==> config.mk <==
export PLATFORM = sky130hd
export DESIGN_NAME = skt_cell
export DESIGN_NICKNAME = d
export VERILOG_FILES = /design/src/rtl/assert_macros.svh /design/src/rtl/skt_pkg.sv /design/src/rtl/skt_cell.sv
export SDC_FILE = /design/constraint.sdc
export NUM_CORES = 1
export LEC_CHECK = 0
export ABC_CLOCK_PERIOD_IN_PS = 13500
export BUFFER_PORTS_ARGS = -buffer_cell sky130_fd_sc_hd__clkbuf_2
export CORE_ASPECT_RATIO = 1.25
export CORE_MARGIN = 3
export CORE_UTILIZATION = 43
export DETAILED_ROUTE_END_ITERATION = 12
export PLACE_DENSITY = 0.86
export SETUP_SLACK_MARGIN = 0.3
export SYNTH_ARGS = -nofsm -noshare
export SYNTH_HDL_FRONTEND = slang
export SYNTH_SLANG_ARGS = --single-unit
==> constraint.sdc <==
create_clock -name i_clk -period 13.5 [get_ports i_clk]
set_clock_uncertainty 0.1 [all_clocks]
set_input_delay 2.7 -clock i_clk [delete_from_list [all_inputs] [get_ports i_clk]]
set_output_delay 2.7 -clock i_clk [all_outputs]
set_load 0.1 [all_outputs]
==> src/rtl/assert_macros.svh <==
// ============================================================================
// Assertion macros
// Clocked property checks for the RTL files; empty with NO_ASSERTIONS.
// ============================================================================
`ifndef ASSERT_MACROS_SVH
`define ASSERT_MACROS_SVH

`ifndef NO_ASSERTIONS

// property must hold at every clock edge outside reset
`define ASSERT_CLK(label, clk, rst_n, prop) \
    label: assert property (@(posedge clk) disable iff (!rst_n) (prop)) \
        else $error("assertion failed");

// condition must never be true outside reset
`define ASSERT_NEVER(label, clk, rst_n, cond) \
    label: assert property (@(posedge clk) disable iff (!rst_n) !(cond)) \
        else $error("forbidden condition seen");

`else

`define ASSERT_CLK(label, clk, rst_n, prop)
`define ASSERT_NEVER(label, clk, rst_n, cond)

`endif

`endif

==> src/rtl/skt_pkg.sv <==
// ============================================================================
// skt_pkg
// Types, codes and helpers for the sorted key table with grade histogram.
// ============================================================================
package skt_pkg;

    localparam int KEY_W    = 27;
    localparam int GRADE_W  = 7;
    localparam int STATUS_W = 3;
    localparam int CNT_W    = 7;
    localparam int BIN_W    = 4;
    localparam int NUM_BINS = 10;

    localparam logic [BIN_W-1:0] TOP_BIN = 4'd9;
    localparam logic [BIN_W-1:0] NO_BIN  = 4'd10;
    localparam logic [GRADE_W-1:0] GRADE_TOP = 7'd100;

    localparam logic [STATUS_W-1:0] ST_INSERTED  = 3'd0;
    localparam logic [STATUS_W-1:0] ST_DUPLICATE = 3'd1;
    localparam logic [STATUS_W-1:0] ST_FULL      = 3'd2;
    localparam logic [STATUS_W-1:0] ST_DELETED   = 3'd3;
    localparam logic [STATUS_W-1:0] ST_NOT_FOUND = 3'd4;

    localparam logic KIND_INSERT = 1'b0;
    localparam logic KIND_DELETE = 1'b1;

    typedef struct packed {
        logic               kind;
        logic [KEY_W-1:0]   key;
        logic               has_grade;
        logic [GRADE_W-1:0] grade_tenths;
    } t_in;

    typedef struct packed {
        logic [STATUS_W-1:0] status;
        logic [CNT_W-1:0]    entry_count;
        logic [BIN_W-1:0]    bin_touched;
        logic [CNT_W-1:0]    bin_count;
    } t_out;

    // stored record, bit 0..26 key, 27 has_grade, 28..34 grade
    typedef struct packed {
        logic [GRADE_W-1:0] grade_tenths;
        logic               has_grade;
        logic [KEY_W-1:0]   key;
    } t_entry;

    // broadcast control from the sequencer to every cell
    typedef struct packed {
        logic cap;   // latch compare flags against the incoming key
        logic ins;   // apply insert shift
        logic del;   // apply delete shift
    } t_cell_ctl;

    // histogram bin of a grade in tenths; 10.0 and above go to the top bin
    function automatic logic [BIN_W-1:0] bin_of(input logic [GRADE_W-1:0] g);
        logic [BIN_W-1:0] b;
        b = '0;
        if (g >= GRADE_TOP) begin
            b = TOP_BIN;
        end else begin
            for (int i = 1; i < NUM_BINS; i++) begin
                if (g >= GRADE_W'(i * 10)) begin
                    b = BIN_W'(i);
                end
            end
        end
        return b;
    endfunction

endpackage

==> src/rtl/skt_cell.sv <==
// ============================================================================
// skt_cell
// One slot of the sorted table: compares its key, shifts with its neighbors.
// ============================================================================
module skt_cell
    import skt_pkg::*;
#(
    parameter int IDX   = 0,
    parameter int OCC_W = 7
) (
    input  logic             i_clk,
    input  logic             i_rst_n,
    input  t_cell_ctl        i_ctl,
    input  logic [OCC_W-1:0] i_occ,
    input  logic [KEY_W-1:0] i_key,
    input  t_entry           i_new,
    input  t_entry           i_prev_entry,
    input  logic             i_prev_ge,
    input  logic             i_prev_valid,
    input  t_entry           i_next_entry,
    input  logic             i_next_valid,
    output t_entry           o_entry,
    output logic             o_ge,
    output logic             o_valid,
    output logic             o_eq,
    output t_entry           o_sel
);

    t_entry r_entry;
    t_entry n_entry;
    logic   r_ge;
    logic   r_eq;
    logic   w_valid;
    logic   w_at_end;

    assign w_valid  = OCC_W'(IDX) < i_occ;
    assign w_at_end = i_prev_valid && !w_valid;

    always_comb begin
        n_entry = r_entry;
        if (i_ctl.ins) begin
            if (i_prev_ge) begin
                n_entry = i_prev_entry;
            end else if (r_ge || w_at_end) begin
                n_entry = i_new;
            end
        end else if (i_ctl.del && r_ge) begin
            // pull the upper neighbor down, clear the freed top slot
            n_entry = i_next_valid ? i_next_entry : '0;
        end
    end

    always_ff @(posedge i_clk) begin
        r_entry <= n_entry;
    end

    always_ff @(posedge i_clk) begin
        if (!i_rst_n) begin
            r_ge <= 1'b0;
            r_eq <= 1'b0;
        end else if (i_ctl.cap) begin
            r_ge <= w_valid && (r_entry.key >= i_key);
            r_eq <= w_valid && (r_entry.key == i_key);
        end
    end

    assign o_entry = r_entry;
    assign o_ge    = r_ge;
    assign o_valid = w_valid;
    assign o_eq    = r_eq;
    assign o_sel   = r_eq ? r_entry : '0;

endmodule

==> metrics.txt <==
drt wl/cell around 15 um; Period Utilization, post-route roughly 48%; share of layout cells above drive strength 1 a little under half; Post-DP HPWL ~7.4 mm; largest cells by area after synthesis edfxtp_1, mux2i_1, ha_1; ANT cells 0; Cell Area, Synth 0.00281 mm^2; Worst setup EP type output port; post-CTS sizing 0; clock slew at reported path FFs 70 ps; I/O Buffers ~220; status complete, no violations; CORE AREA 0.00625 mm^2; synthesized flop and latch total 37; Hold Buf Count CTS 0; Total GRT Usage 23.4%; Initial Util roughly 45%; Die Wd 78.3 um; Final nets roughly 690; vias in the first global route about 3000; clk sink count 37; Post-Synth XOR/XNOR Area 0%; simple-gate share of the synthesized area 18.7%; H-Tree Depth 2; clk_lat worst skew around 280 ps; maxcap violations 0; post-synthesis adder-cell area fraction between 10% and 20%; largest net degree at the start of global routing 38; Leakage between 0.002 and 0.0025 uW; clock root buffer clkbuf_8; total power between 300 and 400 uW; WS Path Type in -> out; full die area 0.00754 mm^2; gpl congestion between 0.8 and 0.9; Routed Antenna Nets 0; final hold vios 0; first-pass GRT wire length about 14 mm; Syn Inst Count 300; die height ~96 um; Critical Path Fanout Max 4; fillers roughly 530; RSZ-0062 raised after global routing no; Mapped Nets between 400 and 500; area fraction in compound gates after synthesis about an eighth; Setup violations, final 0; Crit path required time around 11000 ps; commonest non-fill, non-tap cells in the layout clkbuf_2, nand2_1, o21ai_0; CTS Buf Count 5; total grt overflow 0; Storage cell area around 0.0011 mm^2; initial antenna violation count 0; via count roughly 3000; Max Freq 154 MHz; non-filler cells, final 601; post-route setup TNS 0 ps; Hold Crit Class reg -> reg; most common cell after layout, fill and taps aside clkbuf_2; DRC 0; CTS Buffer Depth 2; YS warnings 0; Seq/Total Area, Yosys 38.8%; crit path DAT between 3000 and 4000 ps; # IOs 220; row cnt 32; biggest area consumer among synthesized cells edfxtp_1; crit path launch type input port; Slew @ Worst Pin between 1000 and 1500 ps; syn_area_per_cell ~9.4 um^2; Rel. slew slack 25.2%; largest family of logic cells by synthesized area simple AND/OR/NAND/NOR gates; Final Max Tran Viols 0; Yosys top cell area share between 30% and 40%; area grow syn2layout 45.3%; Vias per Instance 4.95; post-synthesis mux area share 12.5%; pwr dens ~90 mW/mm^2; distinct cell type count after synthesis 35; post-CTS setup buffers 0; Placed Cells between 500 and 600; VDD IR max around 0.000062 V; final wirelength ~9.0 mm; post-layout min period ~6500 ps; initial detailed-routing violation count ~90; area taken by multi-input logic gates about 0.0016 mm^2; CTS tree yes; Initial DRT Pass Iterations 4
==> synthesized netlist by cell type <==
library cell   n
nand2_1       39
a21o_1         2
edfxtp_1      35
nand3_1        6
and4_1         1
o2111ai_1      1
or4_1          1
or2b_1         1
a221o_1        1
and2_1        35
and4_2         1
o41ai_1        1
a21oi_1        9
nand4_2        1
a211o_1        2
nor2b_1        2
mux2i_1       35
ha_1          27
a21boi_1       1
and3_1         1
clkbuf_1      10
nand3b_1       2
inv_1         29
a22oi_1        1
o211ai_1       2
o21a_1         1
nor3_2         1
nor2_1         1
buf_2          4
o21ai_0       38
dfxtp_1        2
nor3_1         2
nand4_1        3
a31oi_1        1
nor4_1         1
==> critical path: stages <==
cell      delay, ps
clkbuf_2         80
nor4_1          340
nand2_1         180
clkbuf_2        410
==> sequential cells by signal, summed over array words and instances (netlist names) <==
name,count
o_entry,35
o_ge,1
o_eq,1
==> area by class of cell <==
type	instances	share of cell area [%]
Sequential cell	37	26.7
Multi-Input combinational cell	220	38.4
Clock buffer	8	2.21
Tap cell	85	2.61
Timing Repair Buffer	222	27.4
Inverter	29	2.67
==> report_power, final <==
part	switching (uW)	leakage, uW	internal (uW)
combinational	103	0.00182	39.4
clock	37.0	0.0000455	41.7
sequential	7.07	0.000356	139
==> layer usage <==
layer	global-route usage (%)	part of all wire (%)
met5	0	0
met4	6.41	1.2
met3	3.84	6.0
met2	46.5	55
met1	25.6	37
==> per-stage QoR <==
| step | utilization (%) | worst slack, ps | hold WS (ps) | area [um^2] |
|---|---|---|---|---|
| after global placement | 63.9 | 7020 | 416 | 3990 |
| final | 65.3 | 6990 | 446 | 4080 |
| after floorplan | - | 7040 | 873 | 2810 |
| after global routing | 65.3 | 6880 | 500 | 4080 |
| after CTS | 65.3 | 7000 | 452 | 4080 |
| after detailed placement | 63.9 | 7000 | 445 | 3990 |
==> cell families after synthesis <==
family          count (synthesis)
compound gates                 60
fa+ha+maj                      27
buf+inv                        43
flops                          37
mux                            35
simple gates                   98
==> final timing paths <==
path,endpoint,cells past startpoint,slack [ps],startpoint
worst max-delay path,o_valid,4,6990,i_occ[3]
worst min-delay path,o_ge,2,450,o_ge
worst max register to register,o_eq,6,11400,o_entry[22]
worst min register to register,o_ge,2,450,o_ge
(Power assumes the default switching activity.)
